[src/hw/rtl/fsoa_pkg.sv]
package fsoa_pkg;

    localparam int NUM_CLASSES = 8;
    localparam int PAGE_BYTES  = 4096;
    localparam int MAX_SLOTS   = 64;

    localparam int ADDR_W = 32;
    localparam int SIZE_W = 12;
    localparam int CLS_W  = $clog2(NUM_CLASSES);
    localparam int CNT_W  = $clog2(NUM_CLASSES + 1);
    localparam int PAGE_W = $clog2(PAGE_BYTES);
    localparam int SLOT_W = $clog2(MAX_SLOTS);
    localparam int PROD_W = SLOT_W + SIZE_W;
    localparam int DIV_W  = (PAGE_W > SIZE_W) ? PAGE_W : SIZE_W;

    localparam int PADDR_W = 3;
    localparam int PDATA_W = 32;
    localparam logic REG_POOL_BASE = 1'b0;

    localparam logic FUNC_ALLOC = 1'b0;
    localparam logic FUNC_FREE  = 1'b1;

    localparam logic [1:0] ST_OK        = 2'd0;
    localparam logic [1:0] ST_FULL      = 2'd1;
    localparam logic [1:0] ST_DOUBLE    = 2'd2;
    localparam logic [1:0] ST_NOT_OWNED = 2'd3;

    typedef struct packed {
        logic              func;
        logic [SIZE_W-1:0] req_size;
        logic [ADDR_W-1:0] free_addr;
    } t_req;

    typedef struct packed {
        logic [ADDR_W-1:0] obj_addr;
        logic [1:0]        status;
    } t_res;

endpackage

[src/hw/rtl/fsoa_div.sv]
module fsoa_div
    import fsoa_pkg::*;
(
    input  logic             i_clk,
    input  logic             i_rst_n,
    input  logic             i_start,
    input  logic [DIV_W-1:0] i_dividend,
    input  logic [DIV_W-1:0] i_divisor,
    output logic             o_done,
    output logic [DIV_W-1:0] o_quot
);

    localparam int STEP_W = $clog2(DIV_W);

    logic              r_act;
    logic              r_done;
    logic [STEP_W-1:0] r_cnt;
    logic [DIV_W:0]    r_rem;
    logic [DIV_W-1:0]  r_quot;
    logic [DIV_W-1:0]  r_divisor;

    logic [DIV_W:0]    rem_sh;
    logic              fits;

    // Restoring division: one quotient bit per cycle, dividend bits shift out of r_quot.
    assign rem_sh = {r_rem[DIV_W-1:0], r_quot[DIV_W-1]};
    assign fits   = rem_sh >= {1'b0, r_divisor};

    always_ff @(posedge i_clk) begin
        if (!i_rst_n) begin
            r_act  <= 1'b0;
            r_done <= 1'b0;
            r_cnt  <= '0;
        end else begin
            r_done <= 1'b0;
            if (i_start) begin
                r_act     <= 1'b1;
                r_cnt     <= STEP_W'(DIV_W - 1);
                r_rem     <= '0;
                r_quot    <= i_dividend;
                r_divisor <= i_divisor;
            end else if (r_act) begin
                r_rem  <= fits ? (rem_sh - {1'b0, r_divisor}) : rem_sh;
                r_quot <= {r_quot[DIV_W-2:0], fits};
                if (r_cnt == '0) begin
                    r_act  <= 1'b0;
                    r_done <= 1'b1;
                end else begin
                    r_cnt <= r_cnt - 1'b1;
                end
            end
        end
    end

    assign o_done = r_done;
    assign o_quot = r_quot;

endmodule

[src/hw/rtl/fixed_size_object_allocator.sv]
// Channel   | Direction | Signals                           | Handshake
// request   | in        | i_req (func, req_size, free_addr) | start & !busy
// result    | out       | o_res (obj_addr, status)          | o_done, one cycle
// config    | in        | psel penable pwrite paddr pwdata  | APB write, pready = 1
//
// An allocate steps through S_FIND over the registered classes, S_PICK, S_MUL
// and S_CHECK; an allocate of zero size is answered from idle. A free steps
// through S_OWN over the class pages, S_DIV with the 12-step slot divider,
// S_MUL and S_CHECK.
// One item is in flight at a time: busy is high from accept until o_done shows,
// except for a zero-size allocate. Results cannot be stalled by the receiver.
// Reset clears the class count, all slot bitmaps and pool_base.
module fixed_size_object_allocator
    import fsoa_pkg::*;
(
    input  logic               i_clk,
    input  logic               i_rst_n,
    input  logic               start,
    output logic               busy,
    input  t_req               i_req,
    output logic               o_done,
    output t_res               o_res,
    input  logic               psel,
    input  logic               penable,
    input  logic               pwrite,
    input  logic [PADDR_W-1:0] paddr,
    input  logic [PDATA_W-1:0] pwdata,
    output logic [PDATA_W-1:0] prdata,
    output logic               pready
);

    typedef enum logic [2:0] {
        S_IDLE,
        S_FIND,
        S_PICK,
        S_OWN,
        S_DIV,
        S_MUL,
        S_CHECK
    } t_state;

    t_state              r_state;
    logic                r_func;
    logic [SIZE_W-1:0]   r_size;
    logic [ADDR_W-1:0]   r_addr;
    logic [ADDR_W-1:0]   r_page;
    logic [CNT_W-1:0]    r_k;
    logic [SLOT_W-1:0]   r_slot;
    logic [PROD_W-1:0]   r_prod;
    logic                r_done;
    t_res                r_res;
    logic [ADDR_W-1:0]   r_base;
    logic [CNT_W-1:0]    r_class_count;
    logic [MAX_SLOTS-1:0] r_bitmap [NUM_CLASSES];
    logic [SIZE_W-1:0]   r_class_size [NUM_CLASSES];
    logic                r_div_start;
    logic [DIV_W-1:0]    r_dividend;

    logic [CLS_W-1:0]     k_idx;
    logic [MAX_SLOTS-1:0] cur_bm;
    logic [SIZE_W-1:0]    cur_size;
    logic                 free_found;
    logic [SLOT_W-1:0]    free_idx;
    logic [ADDR_W-1:0]    page_off;
    logic [PROD_W:0]      slot_end;
    logic                 slot_fits;
    logic                 div_done;
    logic [DIV_W-1:0]     div_quot;
    logic                 cfg_wr;
    logic                 reg_new;

    assign k_idx    = r_k[CLS_W-1:0];
    assign cur_bm   = r_bitmap[k_idx];
    assign cur_size = r_class_size[k_idx];
    assign page_off = r_addr - r_page;

    // The slot exists only if it ends inside the page.
    assign slot_end  = {1'b0, r_prod} + (PROD_W + 1)'(r_size);
    assign slot_fits = slot_end <= (PROD_W + 1)'(PAGE_BYTES);

    always_comb begin
        free_found = 1'b0;
        free_idx   = '0;
        for (int j = MAX_SLOTS - 1; j >= 0; j--) begin
            if (!cur_bm[j]) begin
                free_found = 1'b1;
                free_idx   = SLOT_W'(j);
            end
        end
    end

    assign reg_new = (r_state == S_FIND) && (r_k >= r_class_count)
                     && (r_class_count < CNT_W'(NUM_CLASSES));

    fsoa_div u_div (
        .i_clk      (i_clk),
        .i_rst_n    (i_rst_n),
        .i_start    (r_div_start),
        .i_dividend (r_dividend),
        .i_divisor  (DIV_W'(r_size)),
        .o_done     (div_done),
        .o_quot     (div_quot)
    );

    assign cfg_wr = psel && penable && pwrite && pready;
    assign pready = 1'b1;
    assign prdata = (paddr[PADDR_W-1] == REG_POOL_BASE) ? r_base : '0;

    always_ff @(posedge i_clk) begin
        if (reg_new) begin
            r_class_size[r_class_count[CLS_W-1:0]] <= r_size;
        end
    end

    always_ff @(posedge i_clk) begin
        if (!i_rst_n) begin
            r_state       <= S_IDLE;
            r_done        <= 1'b0;
            r_div_start   <= 1'b0;
            r_base        <= '0;
            r_class_count <= '0;
            for (int c = 0; c < NUM_CLASSES; c++) begin
                r_bitmap[c] <= '0;
            end
        end else begin
            r_done      <= 1'b0;
            r_div_start <= 1'b0;
            if (cfg_wr && (paddr[PADDR_W-1] == REG_POOL_BASE)) begin
                r_base <= pwdata;
            end
            case (r_state)
                S_IDLE: begin
                    if (start) begin
                        r_func <= i_req.func;
                        r_size <= i_req.req_size;
                        r_addr <= i_req.free_addr;
                        r_k    <= '0;
                        r_page <= r_base;
                        if (i_req.func == FUNC_FREE) begin
                            r_state <= S_OWN;
                        end else if (i_req.req_size == '0) begin
                            r_done  <= 1'b1;
                            r_res   <= '{obj_addr: '0, status: ST_FULL};
                        end else begin
                            r_state <= S_FIND;
                        end
                    end
                end
                S_FIND: begin
                    if (r_k >= r_class_count) begin
                        if (reg_new) begin
                            r_bitmap[k_idx] <= '0;
                            r_class_count   <= r_class_count + 1'b1;
                            r_state         <= S_PICK;
                        end else begin
                            r_done  <= 1'b1;
                            r_res   <= '{obj_addr: '0, status: ST_FULL};
                            r_state <= S_IDLE;
                        end
                    end else if (cur_size == r_size) begin
                        r_state <= S_PICK;
                    end else begin
                        r_k <= r_k + 1'b1;
                    end
                end
                S_PICK: begin
                    if (free_found) begin
                        r_slot  <= free_idx;
                        r_state <= S_MUL;
                    end else begin
                        r_done  <= 1'b1;
                        r_res   <= '{obj_addr: '0, status: ST_FULL};
                        r_state <= S_IDLE;
                    end
                end
                S_OWN: begin
                    if (r_k >= r_class_count) begin
                        r_done  <= 1'b1;
                        r_res   <= '{obj_addr: '0, status: ST_NOT_OWNED};
                        r_state <= S_IDLE;
                    end else if (page_off[ADDR_W-1:PAGE_W] == '0) begin
                        if (cur_size == '0) begin
                            r_done  <= 1'b1;
                            r_res   <= '{obj_addr: '0, status: ST_NOT_OWNED};
                            r_state <= S_IDLE;
                        end else begin
                            r_size      <= cur_size;
                            r_dividend  <= DIV_W'(page_off[PAGE_W-1:0]);
                            r_div_start <= 1'b1;
                            r_state     <= S_DIV;
                        end
                    end else begin
                        r_k    <= r_k + 1'b1;
                        r_page <= r_page + ADDR_W'(PAGE_BYTES);
                    end
                end
                S_DIV: begin
                    if (div_done) begin
                        if (div_quot >= DIV_W'(MAX_SLOTS)) begin
                            r_done  <= 1'b1;
                            r_res   <= '{obj_addr: '0, status: ST_NOT_OWNED};
                            r_state <= S_IDLE;
                        end else begin
                            r_slot  <= div_quot[SLOT_W-1:0];
                            r_state <= S_MUL;
                        end
                    end
                end
                S_MUL: begin
                    r_prod  <= PROD_W'(r_slot) * PROD_W'(r_size);
                    r_state <= S_CHECK;
                end
                S_CHECK: begin
                    r_done  <= 1'b1;
                    r_state <= S_IDLE;
                    if (r_func == FUNC_ALLOC) begin
                        if (slot_fits) begin
                            r_bitmap[k_idx][r_slot] <= 1'b1;
                            // The slot offset stays below one page, so it merges with the page index.
                            r_res <= '{obj_addr: r_base + ((ADDR_W'(k_idx) << PAGE_W)
                                                 | ADDR_W'(r_prod)),
                                       status: ST_OK};
                        end else begin
                            r_res <= '{obj_addr: '0, status: ST_FULL};
                        end
                    end else begin
                        if (!slot_fits) begin
                            r_res <= '{obj_addr: '0, status: ST_NOT_OWNED};
                        end else if (!cur_bm[r_slot]) begin
                            r_res <= '{obj_addr: '0, status: ST_DOUBLE};
                        end else begin
                            r_bitmap[k_idx][r_slot] <= 1'b0;
                            r_res <= '{obj_addr: '0, status: ST_OK};
                        end
                    end
                end
                default: begin
                    r_state <= S_IDLE;
                end
            endcase
        end
    end

    assign busy   = (r_state != S_IDLE);
    assign o_done = r_done;
    assign o_res  = r_res;

endmodule

[config.mk]
export PLATFORM = sky130hd
export DESIGN_NAME = fixed_size_object_allocator
export DESIGN_NICKNAME = d
export VERILOG_FILES = /design/src/hw/rtl/fsoa_pkg.sv /design/src/hw/rtl/fsoa_div.sv /design/src/hw/rtl/fixed_size_object_allocator.sv
export SDC_FILE = /design/constraint.sdc
export NUM_CORES = 2
export LEC_CHECK = 0
export BUFFER_PORTS_ARGS = -buffer_cell sky130_fd_sc_hd__buf_2
export CELL_PAD_IN_SITES_DETAIL_PLACEMENT = 0
export CELL_PAD_IN_SITES_GLOBAL_PLACEMENT = 1
export CORE_MARGIN = 4
export CORE_UTILIZATION = 51
export DETAILED_ROUTE_END_ITERATION = 6
export PLACE_DENSITY_LB_ADDON = 0.1
export SETUP_SLACK_MARGIN = 0.4
export SLEW_MARGIN = 40
export SYNTH_ARGS = -nofsm -noshare
export SYNTH_HDL_FRONTEND = slang
export SYNTH_SLANG_ARGS = --single-unit
[constraint.sdc]
create_clock -name i_clk -period 7.2 [get_ports i_clk]
set_clock_uncertainty 0.2 [all_clocks]
set_input_delay 0.72 -clock i_clk [delete_from_list [all_inputs] [get_ports i_clk]]
set_output_delay 0.72 -clock i_clk [all_outputs]
set_load 0.01 [all_outputs]
# [After elaboration in Yosys (flattened, before gate mapping)]
# Memory sizes are Yosys's and may differ from the RTL's. A register that Yosys moved wholly into a read port is not among the register bits.
# Cells that the tools add are included.
[word_totals] ff_bits=234 ram_bits=608 inputBits=86 output_inout_bits=69 wordCells=596 mem_count=2
[op_classes] add_sub_neg=8 mul=1 magnitude_cmp=7 n_eq_ne=28 mux=356 bitwise=137 n_reduce_logical=35
[memory_table] memory="r_bitmap" depth=8 width=64 rd=1 rd_ports_with_merged_regs=1 wr=8 line_no="fixed_size_object_allocator.sv:54" source="logic [MAX_SLOTS-1:0] r_bitmap [NUM_CLASSES];"
[memory_table] memory="r_class_size" depth=8 width=12 rd=1 rd_ports_with_merged_regs=1 wr=1 line_no="fixed_size_object_allocator.sv:55" source="logic [SIZE_W-1:0] r_class_size [NUM_CLASSES];"
[op_table] cell="2-to-1 mux 34 bit" n=13
[op_table] cell="2-to-1 mux 6 bit" n=67
[op_table] cell="2-to-1 mux 64 bit" n=4
[op_table] cell="2-to-1 mux 1 bit" n=226
[op_table] cell="case mux 34 bit (6 select lines)" n=1
[op_table] cell="2-to-1 mux 32 bit" n=4
[op_table] cell="bitwise OR 1 bit" n=128
[op_table] cell="2-to-1 mux 12 bit" n=8
[op_table] cell="case mux 32 bit (2 select lines)" n=1
[op_table] cell="OR reduction 64 bit" n=1
[op_table] cell="2-to-1 mux 3 bit" n=14
[op_table] cell="adder 32 x 13 -> 32 bit, second input constant" n=1
[op_table] cell="adder 32 x 18 -> 32 bit" n=1
[op_table] cell="2-to-1 mux 4 bit" n=8
[op_table] cell="subtractor 32 bit" n=1
[op_table] cell="!= test 2 bit, second input constant" n=15
[op_table] cell="logical NOT 12 bit" n=2
[op_table] cell="case mux 12 bit (2 select lines)" n=1
[op_table] cell="logical NOT 20 bit" n=1
[op_table] cell="AND reduction 5 bit" n=4
[op_table] cell="adder 18 x 12 -> 19 bit" n=1
[op_table] cell="less-or-equal comparator 19 x 13 -> 1 bit, second input constant" n=1
[op_table] cell="multiplier 6 x 12 -> 18 bit" n=1
[op_table] cell="bitwise OR 15 x 18 -> 18 bit" n=1
[op_table] cell="38 further kinds" n=67

# [Logic depth before layout (Yosys ltp)]
[logic_depth] ltp_word=66 ltp_mapped=20 ltp_nobuf=18

# [By module]
# From an unflattened synthesis, not the netlist that was laid out.
[unflattened] hier_cells=4297 hier_area_um2=48146.2
[modules_own_cells] mod="fixed_size_object_allocator" instances=1 cells_each=4098 area_each_um2=45835.2 seq_area_each_um2=23672.7
[modules_own_cells] mod="fsoa_div" instances=1 cells_each=199 area_each_um2=2311.0 seq_area_each_um2=1201.2

# [Worst setup path after synthesis]
# OpenSTA, ideal clock, no wires.
[synth_timing] kind="register to register" startpoint="reg r_slot[1]" endpoint="reg r_prod[17] (data pin)" setup_ns=0.258 arrival_time_ns=4.514 t_required_ns=6.742 path_slack_ns=2.229 stages_incl_launch_ff=21 path_buffers=2 synth_period_minus_slack_ns=4.971 path_cell_list="edfxtp_1 > clkbuf_1 > buf_1 > nand2_1 > fa_1 > inv_1 > ha_1 > inv_1 > fa_1 > inv_1 > fa_1 > a21o_1 > a21oi_1 > o21bai_1 > a21oi_1 > o21bai_1 > a211oi_1 > o21ai_0 > a31o_2 > a21oi_1 > xnor2_1"
[synth_via] elab_chain_len=1
[synth_lines] element="from (decl)" line_no="fixed_size_object_allocator.sv:48" source="logic [SLOT_W-1:0] r_slot;"
[synth_lines] element="from (signal assigned)" line_no="fixed_size_object_allocator.sv:168" source="r_slot <= free_idx;"
[synth_lines] element="from (signal assigned)" line_no="fixed_size_object_allocator.sv:204" source="r_slot <= div_quot[SLOT_W-1:0];"
[synth_lines] element="multiplier 6 x 12 -> 18 bit" line_no="fixed_size_object_allocator.sv:210" source="r_prod <= PROD_W'(r_slot) * PROD_W'(r_size);"
[synth_lines] element="to (signal assigned)" line_no="fixed_size_object_allocator.sv:210"
[synth_lines] element="to (decl)" line_no="fixed_size_object_allocator.sv:49" source="logic [PROD_W-1:0] r_prod;"
# No other way between the ends.
# A chain may end at the register's enable or synchronous reset.

==> impl_metrics.json <==
{
  "core_region_area_um2": 91500,
  "transition_time_of_the_tightest_slew_check_pin_ns": 0.938,
  "mostFrequentLayoutCells": "sky130_fd_sc_hd__edfxtp_1, sky130_fd_sc_hd__nor2_1, sky130_fd_sc_hd__o21ai_0",
  "power.density_nw_per_um2": 294,
  "synthDominantAreaCellType": "sky130_fd_sc_hd__edfxtp_1",
  "die_height_um": 312,
  "violations": "DRC",
  "drc": 7,
  "worstPathMaxFanout": 44,
  "clock_tree.root_cell": "sky130_fd_sc_hd__clkbuf_16",
  "gpl.final_weighted_congestion": 0.944,
  "cts.sink_count": 845,
  "num_io_pins": 155,
  "grt_pass1_wl_um": 225000,
  "viasPerCell": 6.39,
  "p_leak_nw": 18.1,
  "max-clock-path-buffers": 3,
  "ys.warnings.count": 0,
  "synth.avg_cell_area_um2": 10.9,
  "vias_in_the_first_global_route": 35005,
  "cts-resized-gates": 0,
  "synth-edff-count": 795,
  "starting_density_of_the_core_pct": 51.4,
  "ys_ff_latch": 845,
  "post_detailed_route_wirelength_per_cell_um": 27.0,
  "power_report.internal_total_mw": 10.3,
  "fp.dieArea_um2": 97200,
  "numCtsBuffers": 93,
  "period_minus_slack_ns": 6.04,
  "fin_util_pct": 57.5,
  "reg2reg_depth": 15,
  "critical_path_arrival_ns": 6.38,
  "switching_fraction_of_total_power_pct": 33.3,
  "ant_nets": 0,
  "timing.critical_path.required_ns": 7.54,
  "path_delay_family": "simple AND/OR/NAND/NOR gates",
  "layout.cells.most_common": "sky130_fd_sc_hd__edfxtp_1",
  "synth_top_area_share_pct": 50.7,
  "cts_post_setup_buffers_inserted": 0,
  "power.sequential.fraction_pct": 39.5,
  "grt_setup_unrepaired": "false",
  "drive_gt1_share_pct": 14.5,
  "setup.worst_path.start_class": "flop",
  "grt_antenna_before_repair": 1,
  "pins_over_their_slew_limit": 0,
  "net_switching_mw": 5.14,
  "path_cells": "ha_1, inv_1, fa_1, nand2b_1, a21oi_1, o21ai_1, a21oi_1, mux2i_1, nor4_1, a31oi_1, nor4_4, buf_4, nand3_2, buf_4, nor2_1",
  "grt_overall_usage_pct": 30.7,
  "crit_start": "r_size[0]",
  "timing.slew.headroom_pct": 37.5,
  "cts_max_level": 3,
  "tritoncts": "done",
  "worst_hold_path_type": "primary input to flop",
  "synth.cell_area_um2": 47000,
  "postLayoutCellArea_um2": 52600,
  "run_status": "finished, violations left",
  "netlist_instances": 4303,
  "hpwl_um": 99400,
  "diodes": 0,
  "p_comb_share_pct": 29.9,
  "max_cap_violation_count": 0,
  "timing.critical_path.buf_inv": 3,
  "detail_route.iter0.violations": 4188,
  "syn_nets": 4542,
  "timing.critical_path.slowest_stage_cell": "sky130_fd_sc_hd__edfxtp_1",
  "post-route-period-util_pct": 83.9,
  "crit_cells": 15,
  "synthTopCellsByArea": "sky130_fd_sc_hd__edfxtp_1, sky130_fd_sc_hd__o21ai_0, sky130_fd_sc_hd__mux4_2",
  "fmaxAchievable_ghz": 0.165,
  "clock_insertion_delay_worst_skew_ns": 0.70,
  "holdPathStages": 1,
  "area_growth_syn_to_layout_pct": 11.8,
  "port_buffers": 151,
  "type_of_destination_of_the_critical_path": "flop",
  "final.fill_count": 7802,
  "yosys_most_used_dff": "sky130_fd_sc_hd__edfxtp_1",
  "drt-total-wl_um": 152000,
  "ir_drop_v": 0.000180,
  "hold_path.startpoint": "i_req[22]",
  "floorplan.rows": 111,
  "holdBufCountCts": 28,
  "die_w_um": 312,
  "totalNegativeSetupSlack_ns": 0,
  "placement.cell_area_um2": 49300,
  "cpPeakStageDelay_ns": 0.77,
  "finalHoldViolCount": 0,
  "grt.overflow.total": 0,
  "finalSetupViolations": 0,
  "nNetsFinal": 4616,
  "power.clock.fraction_pct": 30.6,
  "synth-async-reset-ratio_pct": 0,
  "maximum_number_of_pins_on_one_net_before_global_route_repair": 65,
  "first_pass_iters": 7,
  "synth-seq-area-share_pct": 52.9,
  "setup.worst_path.class": "flop to flop",
  "clk_pin_slew_worst_paths_ns": 0.06,
  "routed-via-count": 36033,
  "synth.lib_cells_used.distinct": 92,
  "r2r-start": "r_size[0]"
}
## state kept, by name, indices dropped and copies added (netlist names), 18 cells and up, named ones only
signal        flops
r_bitmap        512
r_class_size     96
o_res            34
r_addr           32
r_base           32
r_page           32
r_prod           18
## area by class of cell
cell class	count	area, µm²	area share (%)
repair buffers	284	2060	3.93
clock inverters	51	445	0.847
clock buffers	118	2520	4.78
inverters	140	526	0.999
well taps	1186	1480	2.82
flip-flops and latches	845	24900	47.3
multi-input cells	3013	20700	39.3
## cells by family (layout without fill, tap and decap cells)
family | Yosys count | after routing | synth area share (%)
XOR/XNOR | 86 | 86 | 1.60
buffers and inverters | 445 | 593 | 4.14
flip-flops | 845 | 845 | 52.9
AND/OR/NAND/NOR | 1490 | 1490 | 14.2
multiplexers | 243 | 243 | 9.56
other | 1 | 1 | 0.00797
AO/OA/AOI/OAI | 1040 | 1040 | 12.8
adder cells (fa/ha/maj) | 153 | 153 | 4.79
## power by group through the flow
stage	Clock (mW)	Sequential, mW	Combinational (mW)
floorplan	0	6.04	3.25
global placement	0	6.29	4.36
detailed placement	0	6.24	4.50
CTS	4.78	6.14	4.54
global route	4.97	6.14	4.97
finish	4.73	6.11	4.61
## layer usage
layer / part of all wire (%) / routed length (µm) / up-vias / global-route usage, %
li1: - / - / 15909 / -
met1: 39 / 59900 / 17968 / 41.0
met2: 47 / 72100 / 1813 / 50.2
met3: 8.8 / 13300 / 341 / 5.65
met4: 4.4 / 6650 / 2 / 12.0
met5: 0.013 / 20 / - / 0
## cells in the mapped netlist (all sizes together), types with 43 or more instances
library cell / instances
mux2i: 62
nand2: 388
o21ai: 614
ha: 108
a21boi: 49
nand3: 74
inv: 139
nor2b: 77
dfxtp: 50
fa: 45
edfxtp: 795
mux4: 153
nor3: 43
buf: 60
clkbuf: 245
xnor2: 66
a21oi: 115
nor2: 681
## metrics by stage
step,hold slack (ns),setup WS (ns),instances,total power [mW]
floorplan,0.264,2.23,4303,9.29
global placement,0.324,1.42,5431,10.7
CTS,0.00240,1.32,5636,15.5
detailed placement,0.334,1.36,5439,10.7
global route,0.00483,0.882,5637,16.1
finish,0.0351,1.16,5637,15.4
## worst paths after layout
kind | slack (ns) | end
min reg2reg | 0.34 | u_div.o_quot[10]
max | 1.16 | r_bitmap[7][49]
min | 0.04 | r_addr[22]
max reg2reg | 1.16 | r_bitmap[7][49]
(Power assumes the default switching activity.)
